--- src/sbus_frame_receiver_core_assert.svh ---
// ---------------------------------------------------------------------------
// Assertion macros for the SBUS frame receiver core.
// Each macro assumes clk and arst_n are visible where it is used.
// ---------------------------------------------------------------------------
`ifndef SBUS_FRAME_RECEIVER_CORE_ASSERT_SVH
`define SBUS_FRAME_RECEIVER_CORE_ASSERT_SVH

// Check a property on every rising edge of clk outside of reset.
`define SBUSFR_ASSERT(label, prop, msg) \
	label: assert property (@(posedge clk) disable iff (!arst_n) (prop)) else $error(msg);

// Check that a condition never holds on a rising edge of clk outside of reset.
`define SBUSFR_ASSERT_NEVER(label, cond, msg) \
	`SBUSFR_ASSERT(label, !(cond), msg)

`endif

--- src/sbusfr_pkg.sv ---
// ---------------------------------------------------------------------------
// sbusfr_pkg
// Shared types and constants of the SBUS frame receiver core.
// ---------------------------------------------------------------------------
package sbusfr_pkg;

	localparam logic [7:0] START_BYTE  = 8'h0F;
	localparam int         STORE_BYTES = 23;
	localparam int         STORE_W     = STORE_BYTES * 8;
	localparam int         CHAN_COUNT  = 16;
	localparam int         CHAN_W      = 11;
	localparam int         DATA_W      = CHAN_COUNT * CHAN_W;
	localparam logic [CHAN_W-1:0] CHAN_MASK = 11'h7FF;
	localparam logic [3:0] CHAN_LAST   = 4'(CHAN_COUNT - 1);
	localparam logic [4:0] POS_FIRST   = 5'd1;
	localparam logic [4:0] POS_STORE_LAST = 5'(STORE_BYTES);
	localparam logic [15:0] TIMEOUT_RESET = 16'd100;
	localparam logic [15:0] AGE_MAX    = 16'hFFFF;

	// Input action codes
	localparam logic ACT_BYTE = 1'b0;
	localparam logic ACT_TICK = 1'b1;

	// Configuration register indexes
	localparam logic CFG_TIMEOUT = 1'b0;
	localparam logic CFG_END     = 1'b1;

	// Job queue between front and back: two entries, one-bit pointers wrap
	localparam int QUEUE_DEPTH = 2;

	typedef enum logic [1:0] {
		LINK_OK      = 2'd0,
		LINK_LOST    = 2'd1,
		LINK_SAFE    = 2'd2,
		LINK_TIMEOUT = 2'd3
	} link_t;

	typedef struct packed {
		logic              is_timeout;
		logic [7:0]        flags;
		link_t             status;
		logic [DATA_W-1:0] chan_bits;
	} job_t;

endpackage

--- src/sbusfr_job_queue.sv ---
// ---------------------------------------------------------------------------
// sbusfr_job_queue
// Two-entry queue of decoded jobs between the front and the back.
// ---------------------------------------------------------------------------
`include "sbus_frame_receiver_core_assert.svh"

module sbusfr_job_queue (
	input  logic              clk,
	input  logic              arst_n,
	input  logic              push,
	input  sbusfr_pkg::job_t  push_job,
	output logic              full,
	input  logic              pop,
	output logic              empty,
	output sbusfr_pkg::job_t  head
);

	sbusfr_pkg::job_t mem_q [sbusfr_pkg::QUEUE_DEPTH];
	logic             wr_ptr_q;
	logic             rd_ptr_q;
	logic [1:0]       count_q;
	logic             do_push;
	logic             do_pop;

	assign full    = (count_q == 2'(sbusfr_pkg::QUEUE_DEPTH));
	assign empty   = (count_q == 2'd0);
	assign do_push = push && !full;
	assign do_pop  = pop && !empty;
	assign head    = mem_q[rd_ptr_q];

	always_ff @(posedge clk or negedge arst_n) begin
		if (!arst_n) begin
			wr_ptr_q <= 1'b0;
			rd_ptr_q <= 1'b0;
			count_q  <= 2'd0;
		end else begin
			if (do_push) wr_ptr_q <= wr_ptr_q + 1'b1;
			if (do_pop) rd_ptr_q <= rd_ptr_q + 1'b1;
			case ({do_push, do_pop})
				2'b10:   count_q <= count_q + 2'd1;
				2'b01:   count_q <= count_q - 2'd1;
				default: count_q <= count_q;
			endcase
		end
	end

	always_ff @(posedge clk) begin
		if (do_push) mem_q[wr_ptr_q] <= push_job;
	end

	`SBUSFR_ASSERT_NEVER(a_count_bound, count_q > 2'(sbusfr_pkg::QUEUE_DEPTH), "queue overfilled")
	`SBUSFR_ASSERT(a_push_grows, (do_push && !do_pop) |=> (count_q == $past(count_q) + 2'd1), "push lost")
	`SBUSFR_ASSERT(a_ptr_gap, (count_q == 2'd0 || count_q == 2'd2) |-> (wr_ptr_q == rd_ptr_q), "pointers out of step")

endmodule

--- src/sbusfr_front.sv ---
// ---------------------------------------------------------------------------
// sbusfr_front
// Accepts bytes and ticks, tracks framing, link status and tick age.
// ---------------------------------------------------------------------------
`include "sbus_frame_receiver_core_assert.svh"

module sbusfr_front (
	input  logic              clk,
	input  logic              arst_n,
	input  logic              cfg_we,
	input  logic              cfg_index,
	input  logic [15:0]       cfg_data,
	input  logic              accept,
	input  logic              action,
	input  logic [7:0]        data_byte,
	output logic              job_push,
	output sbusfr_pkg::job_t  job
);

	logic [15:0]                    timeout_q;
	logic [7:0]                     end_q;
	logic                           collecting_q;
	logic [4:0]                     pos_q;
	sbusfr_pkg::link_t              status_q;
	logic [15:0]                    age_q;
	logic [sbusfr_pkg::STORE_W-1:0] store_q;

	logic [15:0]       age_next;
	logic              tmo_hit;
	logic              in_range;
	logic              is_tick;
	logic              frame_end;
	logic              frame_ok;
	logic [7:0]        flags;
	sbusfr_pkg::link_t frame_status;

	assign is_tick  = (action == sbusfr_pkg::ACT_TICK);
	assign age_next = (age_q == sbusfr_pkg::AGE_MAX) ? age_q : age_q + 16'd1;
	assign tmo_hit  = (age_next > timeout_q) && (status_q != sbusfr_pkg::LINK_TIMEOUT);
	assign in_range = (pos_q >= sbusfr_pkg::POS_FIRST) && (pos_q <= sbusfr_pkg::POS_STORE_LAST);
	assign frame_end = collecting_q && !in_range;
	assign frame_ok  = frame_end && (data_byte == end_q);
	assign flags     = store_q[sbusfr_pkg::STORE_W-1 -: 8];

	always_comb begin
		if (flags[3])      frame_status = sbusfr_pkg::LINK_SAFE;
		else if (flags[2]) frame_status = sbusfr_pkg::LINK_LOST;
		else               frame_status = sbusfr_pkg::LINK_OK;
	end

	// Hand a job to the back on a timeout tick or a frame with the right end byte
	always_comb begin
		job_push       = accept && (is_tick ? tmo_hit : frame_ok);
		job.is_timeout = is_tick;
		job.flags      = is_tick ? 8'd0 : flags;
		job.status     = is_tick ? sbusfr_pkg::LINK_TIMEOUT : frame_status;
		job.chan_bits  = store_q[sbusfr_pkg::DATA_W-1:0];
	end

	always_ff @(posedge clk or negedge arst_n) begin
		if (!arst_n) begin
			timeout_q    <= sbusfr_pkg::TIMEOUT_RESET;
			end_q        <= 8'd0;
			collecting_q <= 1'b0;
			pos_q        <= 5'd0;
			status_q     <= sbusfr_pkg::LINK_TIMEOUT;
			age_q        <= 16'd0;
		end else begin
			if (cfg_we) begin
				unique case (cfg_index)
					sbusfr_pkg::CFG_TIMEOUT: timeout_q <= cfg_data;
					sbusfr_pkg::CFG_END:     end_q     <= cfg_data[7:0];
				endcase
			end
			if (accept) begin
				if (is_tick) begin
					age_q <= age_next;
					if (tmo_hit) status_q <= sbusfr_pkg::LINK_TIMEOUT;
				end else if (!collecting_q) begin
					if (data_byte == sbusfr_pkg::START_BYTE) begin
						collecting_q <= 1'b1;
						pos_q        <= sbusfr_pkg::POS_FIRST;
					end
				end else if (in_range) begin
					pos_q <= pos_q + 5'd1;
				end else begin
					collecting_q <= 1'b0;
					pos_q        <= 5'd0;
					if (frame_ok) begin
						status_q <= frame_status;
						age_q    <= 16'd0;
					end
				end
			end
		end
	end

	// Frame bytes shift in from the top; byte 1 ends at the low end
	always_ff @(posedge clk) begin
		if (accept && !is_tick && collecting_q && in_range)
			store_q <= {data_byte, store_q[sbusfr_pkg::STORE_W-1:8]};
	end

	`SBUSFR_ASSERT(a_hunt_pos, !collecting_q |-> (pos_q == 5'd0), "position set while hunting")
	`SBUSFR_ASSERT(a_frame_age, (accept && !is_tick && frame_ok) |=> (age_q == 16'd0), "age not cleared")

endmodule

--- src/sbusfr_back.sv ---
// ---------------------------------------------------------------------------
// sbusfr_back
// Unpacks one job per run into channel results held in an output register.
// ---------------------------------------------------------------------------
`include "sbus_frame_receiver_core_assert.svh"

module sbusfr_back (
	input  logic                    clk,
	input  logic                    arst_n,
	input  logic                    q_empty,
	input  sbusfr_pkg::job_t        q_head,
	output logic                    q_pop,
	input  logic                    pop,
	output logic                    empty,
	output logic [3:0]              channel_index,
	output logic [10:0]             channel_value,
	output logic                    digital_one,
	output logic                    digital_two,
	output logic                    lost_flag,
	output logic                    safe_flag,
	output logic [1:0]              link_status
,	output logic                    last_of_run
);

	sbusfr_pkg::job_t        job_q;
	logic                    active_q;
	logic [3:0]              cnt_q;
	logic                    out_valid_q;
	logic [3:0]              idx_q;
	logic [10:0]             value_q;
	logic [7:0]              flags_q;
	sbusfr_pkg::link_t       status_q;
	logic                    last_q;

	logic adv;
	logic emit;
	logic last;

	assign adv   = !out_valid_q || pop;
	assign emit  = active_q && adv;
	assign last  = job_q.is_timeout || (cnt_q == sbusfr_pkg::CHAN_LAST);
	assign q_pop = !active_q && !q_empty;

	always_ff @(posedge clk or negedge arst_n) begin
		if (!arst_n) begin
			active_q    <= 1'b0;
			cnt_q       <= 4'd0;
			out_valid_q <= 1'b0;
		end else begin
			if (q_pop) begin
				active_q <= 1'b1;
				cnt_q    <= 4'd0;
			end else if (emit) begin
				cnt_q <= cnt_q + 4'd1;
				if (last) active_q <= 1'b0;
			end
			if (adv) out_valid_q <= emit;
		end
	end

	always_ff @(posedge clk) begin
		if (q_pop) begin
			job_q <= q_head;
		end else if (emit) begin
			job_q.chan_bits <= {{sbusfr_pkg::CHAN_W{1'b0}},
				job_q.chan_bits[sbusfr_pkg::DATA_W-1:sbusfr_pkg::CHAN_W]};
		end
		if (emit) begin
			idx_q    <= job_q.is_timeout ? 4'd0 : cnt_q;
			value_q  <= job_q.is_timeout ? 11'd0
				: (job_q.chan_bits[sbusfr_pkg::CHAN_W-1:0] & sbusfr_pkg::CHAN_MASK);
			flags_q  <= job_q.flags;
			status_q <= job_q.status;
			last_q   <= last;
		end
	end

	assign empty         = !out_valid_q;
	assign channel_index = idx_q;
	assign channel_value = value_q;
	assign digital_one   = flags_q[0];
	assign digital_two   = flags_q[1];
	assign lost_flag     = flags_q[2];
	assign safe_flag     = flags_q[3];
	assign link_status   = status_q;
	assign last_of_run   = last_q;

	`SBUSFR_ASSERT(a_tmo_shape, (out_valid_q && status_q == sbusfr_pkg::LINK_TIMEOUT) |-> (last_q && idx_q == 4'd0 && value_q == 11'd0), "bad timeout result")
	`SBUSFR_ASSERT(a_frame_last, (out_valid_q && status_q != sbusfr_pkg::LINK_TIMEOUT) |-> (last_q == (idx_q == sbusfr_pkg::CHAN_LAST)), "last mark misplaced")

endmodule

--- src/sbus_frame_receiver_core.sv ---
// ---------------------------------------------------------------------------
// sbus_frame_receiver_core
// SBUS frame decoder: bytes and ticks in, channel results out.
// ---------------------------------------------------------------------------
// Usage:
//   Input queue side: drive action/data_byte and raise push; a transfer
//   happens on a rising edge with push high and full low. action 0 is a
//   received byte, action 1 is one elapsed time tick.
//   Result queue side: while empty is low the oldest result is on the
//   result ports; a transfer happens on a rising edge with pop high.
//   Configuration: cfg_we writes cfg_data to register cfg_index
//   (0 timeout_ticks, 1 end_marker) on the same edge; write only when idle.
//   Throughput: one input transfer per cycle while full is low. A valid
//   frame end byte yields 16 results, one per cycle when pop stays high,
//   and a timeout tick yields one result; each job passes the job queue,
//   the back end job register and the output register before it shows.
//   A two-entry job queue parts the front from the unpacking back end, so
//   full rises only when two jobs wait while the back end still unpacks.
//   Stalling pop holds the output register and then fills the job queue.
//   Reset: link status timeout, hunting for the start byte, tick age zero,
//   timeout_ticks 100, end_marker 0, no results pending.
// ---------------------------------------------------------------------------
module sbus_frame_receiver_core (
	input  logic        clk,
	input  logic        arst_n,
	input  logic        cfg_we,
	input  logic        cfg_index,
	input  logic [15:0] cfg_data,
	input  logic        push,
	output logic        full,
	input  logic        action,
	input  logic [7:0]  data_byte,
	output logic        empty,
	input  logic        pop,
	output logic [3:0]  channel_index,
	output logic [10:0] channel_value,
	output logic        digital_one,
	output logic        digital_two,
	output logic        lost_flag,
	output logic        safe_flag,
	output logic [1:0]  link_status,
	output logic        last_of_run
);

	logic             accept;
	logic             job_push;
	sbusfr_pkg::job_t job;
	sbusfr_pkg::job_t q_head;
	logic             q_empty;
	logic             q_pop;

	// Take an input item whenever the job queue has room
	assign accept = push && !full;

	sbusfr_front u_front (
		.clk       (clk),
		.arst_n    (arst_n),
		.cfg_we    (cfg_we),
		.cfg_index (cfg_index),
		.cfg_data  (cfg_data),
		.accept    (accept),
		.action    (action),
		.data_byte (data_byte),
		.job_push  (job_push),
		.job       (job)
	);

	sbusfr_job_queue u_queue (
		.clk      (clk),
		.arst_n   (arst_n),
		.push     (job_push),
		.push_job (job),
		.full     (full),
		.pop      (q_pop),
		.empty    (q_empty),
		.head     (q_head)
	);

	sbusfr_back u_back (
		.clk           (clk),
		.arst_n        (arst_n),
		.q_empty       (q_empty),
		.q_head        (q_head),
		.q_pop         (q_pop),
		.pop           (pop),
		.empty         (empty),
		.channel_index (channel_index),
		.channel_value (channel_value),
		.digital_one   (digital_one),
		.digital_two   (digital_two),
		.lost_flag     (lost_flag),
		.safe_flag     (safe_flag),
		.link_status   (link_status),
		.last_of_run   (last_of_run)
	);

endmodule
--- config.mk ---
export PLATFORM = sky130hd
export DESIGN_NAME = sbus_frame_receiver_core
export DESIGN_NICKNAME = d
export VERILOG_FILES = /design/src/sbusfr_pkg.sv /design/src/sbusfr_job_queue.sv /design/src/sbusfr_front.sv /design/src/sbusfr_back.sv /design/src/sbus_frame_receiver_core.sv
export VERILOG_INCLUDE_DIRS = /design/src /design/src/src
export SDC_FILE = /design/constraint.sdc
export NUM_CORES = 1
export LEC_CHECK = 0
export ABC_AREA = 1
export BUFFER_PORTS_ARGS = -buffer_cell sky130_fd_sc_hd__buf_2
export CORE_ASPECT_RATIO = 1.5
export CORE_MARGIN = 2
export CORE_UTILIZATION = 40
export DETAILED_ROUTE_END_ITERATION = 10
export PLACE_DENSITY_LB_ADDON = 0.05
export RECOVER_POWER = 50
export SLEW_MARGIN = 10
export SYNTH_ARGS = -nofsm -noshare
export SYNTH_HDL_FRONTEND = slang
export SYNTH_SLANG_ARGS = --single-unit
--- constraint.sdc ---
create_clock -name clk -period 14.1 [get_ports clk]
set_clock_uncertainty 0.1 [all_clocks]
set_input_delay 2.82 -clock clk [delete_from_list [all_inputs] [get_ports clk]]
set_output_delay 2.82 -clock clk [all_outputs]
set_load 0.03 [all_outputs]
==> run summary <==
The run finished, with violations left. The checks that failed: capacitance limit, slew limit. The total count of max-transition violations in the final report is 226. The summed negative setup slack over all endpoints came out at 0 ps.

Synthesis instantiated 44 different standard cells from the library. The number of placed instances, taps included, is 3031. The TritonCTS clock tree is built. In this run the critical register-to-register path is captured at u_back.job_q[141]$_DFFE_PP_. The power density relative to cell area is 207 mW/mm^2.

In the routed layout, each cell is associated on average with a via count of 4.89. Clock-pin slew was measured on the worst setup and hold paths at 60 ps. The number of placed I/O pins came out at 55. Counting flops and latches in the post-synthesis netlist gives approximately 800.

The die covers 0.0771 mm^2. The post-layout net count is 2172. Post-CTS repair changed the size of 0 cells. The maximum fanout count along the critical path is 106. The master cell of the clock root buffer is sky130_fd_sc_hd__clkbuf_16. The worst register-to-register path begins at u_queue.rd_ptr_q$_DFFE_PN0P_. The number of flops mapped to enable cells by yosys came out at 755.

The final critical path takes up 50.6% of the cycle. Internal power comes to 0.00488 W. The first detailed-routing pass ran for 5 iterations. The via count of the first global-routing pass is 16.3k. The die is 339 um tall. The first global-routing pass estimated 92.5 mm of wire. Net switching is 30.1% of the power. The sequential-to-total area share from yosys stat is 80.6%. The combinational group share of total power came out at a little over a fifth. The power spent charging and discharging nets came out at 0.00210 W. The most common cell after layout, fill and taps aside is sky130_fd_sc_hd__edfxtp_1. The remaining routing DRC violations is 0.

The global routing's busiest layer is met2. The placed instances occupy a cell area of about 0.031 mm^2. The cell depth of the worst flop-to-flop path came out at 5. The post-route minimum period came out at 7140 ps. The number of clock sinks is between 800 and 900. The worst slew margin relative to its limit came out at -189%. The end of the critical path is u_back.job_q[141]$_DFFE_PP_. Fill cells in the final layout number 6664.

The die outline width came out at 227 um. The placer congestion estimate is 0.797. The clock network is responsible for 29.0% of the overall power.

The critical path starts at u_queue.rd_ptr_q$_DFFE_PN0P_. The mapped netlist covers approximately 0.030 mm^2. The peak supply drop came out at 0.000110 V. For this configuration, the core starts out at a cell density of 40.5%. The highest attainable clock frequency is approximately 140 MHz. The clock tree buffer depth is 3.

The library cells used most frequently in the layout, excluding fill and tap cells, are sky130_fd_sc_hd__edfxtp_1, sky130_fd_sc_hd__nand2_1, sky130_fd_sc_hd__nor2_1, sky130_fd_sc_hd__a31oi_1, sky130_fd_sc_hd__inv_1. Registers take 0.0241 mm^2. The most instantiated flip-flop cell in the synthesis netlist is sky130_fd_sc_hd__edfxtp_1. The number of hold-repair buffers added at the cts stage is 0. The count of final setup violators is 0.

The HPWL after detailed placement is 29.9 mm. The global-route usage over all layers came out at 15.6%. The area share of the leading cell type in the synthesized netlist came out at about three quarters. The kind of capture point of the worst setup path is a flip-flop. The critical path in this run is classified as flip-flop to flip-flop.

The synthesis warning total came out at 0. The met3 layer usage reported by global route came out at 2.32%. A synthesized cell averages 14.6 um^2. The final cell area excluding filler cells is 0.0337 mm^2. At the pin with the least slew margin, the transition time is between 4000 and 5000 ps. The critical path data arrival time is 7460 ps. The fraction of met1 tracks used by global routing came out at a little under a fifth. The count of buffers added on input and output ports is 54. The antenna violation net count after detailed routing is 0. After detailed routing, the average wire length per cell comes to 18.3 um. The post-route netlist has roughly a tenth of its cells at a drive strength greater than 1. The synthesized netlist net count came out at 2109. The count of mapped cells out of synthesis is 2057. The leakage component of the power came out at 11.9 nW. The number of levels the H-tree was split into came out at 3. The final number of hold-violating endpoints is 0. The finished layout holds 3173 standard cells, fillers aside. The multi-input combinational cells in the finished layout cover a total of 0.00504 mm^2. The dominant cell type by area after synthesis is sky130_fd_sc_hd__edfxtp_1.

The number of antenna violations at the first check in global routing is 0. In this run the worst hold path is classified as flip-flop to flip-flop. The CTS buffer count is 79.

The number of antenna diodes in the final layout is 0. The fraction of registers with async set or reset after synthesis came out at 7.13%. The layout overhead on the synthesized area came out at 12.4%. The routed layout has approximately 16k vias. Entering global routing, the biggest net connects 174 pins. The post-CTS setup buffer count is 0. The starting DRC count in detailed routing is 867.

The proportion of power drawn by flip-flops and latches came out at 49.9%. The tool flagged a number of max-cap violations equal to 4. Setup repair after global routing left no endpoint under its margin. By area the synthesized netlist is led by sky130_fd_sc_hd__edfxtp_1, sky130_fd_sc_hd__nand2_1, sky130_fd_sc_hd__dfrtp_1. The sum of routed wire length over all layers came out at 58.2 mm. The area of the core is 0.0739 mm^2.

The aggregate global routing overflow is 0. The startpoint type of the worst setup path is a flip-flop. The met2 capacity usage during global routing is 27.9%. Setup slack on the worst reg-to-reg path comes out at 6970 ps. After floorplanning, the core was divided into 122 placement rows.

The required time of the worst setup path is 14430 ps. The clock reaches the later pin of the worst-skew pair after 620 ps.
## flip-flops by register name, indices dropped and copies added, names as in the netlist, 4 cells and up
register / flops
u_front.age_q: 16
u_front.timeout_q: 16
u_front.pos_q: 5
u_back.channel_value: 11
u_back.cnt_q: 4
u_back.flags_q: 4
u_back.channel_index: 4
u_back.job_q: 183
u_front.end_q: 8
u_front.store_q: 184
u_queue.mem_q: 366
## critical path, cell delays in order (launching register included)
cell	delay [ps]
sky130_fd_sc_hd__dfrtp_4	450
sky130_fd_sc_hd__clkbuf_1	1220
sky130_fd_sc_hd__inv_6	1400
sky130_fd_sc_hd__clkbuf_1	3120
sky130_fd_sc_hd__nand2_1	130
sky130_fd_sc_hd__a31oi_1	410
## Yosys cell counts (2+ instances only)
cell type and instances:
sky130_fd_sc_hd__edfxtp_1 755, sky130_fd_sc_hd__nand2_1 498, sky130_fd_sc_hd__nor2_1 218, sky130_fd_sc_hd__a31oi_1 165, sky130_fd_sc_hd__inv_1 95, sky130_fd_sc_hd__dfrtp_1 53, sky130_fd_sc_hd__buf_2 43, sky130_fd_sc_hd__clkbuf_1 36
sky130_fd_sc_hd__o21ai_0 30, sky130_fd_sc_hd__ha_1 21, sky130_fd_sc_hd__a21oi_1 20, sky130_fd_sc_hd__xor2_1 14, sky130_fd_sc_hd__nand2_2 11, sky130_fd_sc_hd__nand3_1 11, sky130_fd_sc_hd__o21ai_2 11, sky130_fd_sc_hd__nand4_1 9
sky130_fd_sc_hd__inv_2 7, sky130_fd_sc_hd__buf_1 6, sky130_fd_sc_hd__nor3_1 6, sky130_fd_sc_hd__dfstp_2 5, sky130_fd_sc_hd__nand2_4 5, sky130_fd_sc_hd__xnor2_1 5, sky130_fd_sc_hd__nor2_4 4, sky130_fd_sc_hd__nor4_1 3
sky130_fd_sc_hd__o21ai_1 3, sky130_fd_sc_hd__a21boi_1 2, sky130_fd_sc_hd__nor2_2 2, sky130_fd_sc_hd__o21bai_1 2, sky130_fd_sc_hd__or2_2 2
## how the worst min path moves through the flow
stage | slack [ps] | startpoint | depth (start not counted) | to
2_1_floorplan | 300 | u_back.job_q[178]$_DFFE_PP_ | 0 | u_back.flags_q[0]$_DFFE_PP_
3_3_place_gp | 310 | u_back.job_q[177]$_DFFE_PP_ | 0 | u_back.link_status[1]$_DFFE_PP_
3_5_place_dp | 310 | u_back.job_q[177]$_DFFE_PP_ | 0 | u_back.link_status[1]$_DFFE_PP_
4_1_cts | 320 | u_back.job_q[179]$_DFFE_PP_ | 0 | u_back.flags_q[1]$_DFFE_PP_
5_1_grt | 330 | u_back.job_q[181]$_DFFE_PP_ | 0 | u_back.flags_q[3]$_DFFE_PP_
6_report | 320 | u_back.job_q[177]$_DFFE_PP_ | 0 | u_back.link_status[1]$_DFFE_PP_
## power groups by stage
stage	Sequential, W	Clock (W)	Combinational, W
3_3_place_gp	0.00354	0	0.00150
5_1_grt	0.00353	0.00219	0.00169
6_report	0.00348	0.00203	0.00147
2_1_floorplan	0.00358	0	0.000991
4_1_cts	0.00349	0.00210	0.00152
3_5_place_dp	0.00354	0	0.00152
## layer usage
layer | share of wire, % | vias up
met5 | 0 | -
met4 | 2.3 | 0
met3 | 3.1 | 81
met2 | 53 | 212
met1 | 42 | 7779
li1 | - | 7446
## through the flow
step                      hold slack, ps  utilization [%]  total power [W]  worst slack (ps)
after detailed placement             307             42.3          0.00506              6810
after global routing                 332             45.6          0.00742              6090
after global placement               310             42.3          0.00504              6890
after floorplan                      300                -          0.00457              2170
after CTS                            320             45.6          0.00712              7480
final                                319             45.6          0.00698              6970
## logic make-up after synthesis
family                   Yosys count  share of synthesized area [%]
flip-flops                       813                           80.6
AND/OR/NAND/NOR                  776                           10.4
AO/OA/AOI/OAI                    238                           4.91
buffers and inverters            190                           2.64
adder cells (fa/ha/maj)           21                          0.878
XOR/XNOR                          19                          0.556
## area by class of cell
| cell class | count | area share (%) |
|---|---|---|
| Timing Repair Buffer | 70 | 1.15 |
| Inverter | 102 | 1.20 |
| Clock buffer | 105 | 6.41 |
| Multi-Input combinational cell | 1054 | 15.0 |
| Clock inverter | 37 | 0.907 |
| Sequential cell | 813 | 71.7 |
| Tap cell | 992 | 3.69 |
No activity file was read; power rests on OpenSTA's default activity.
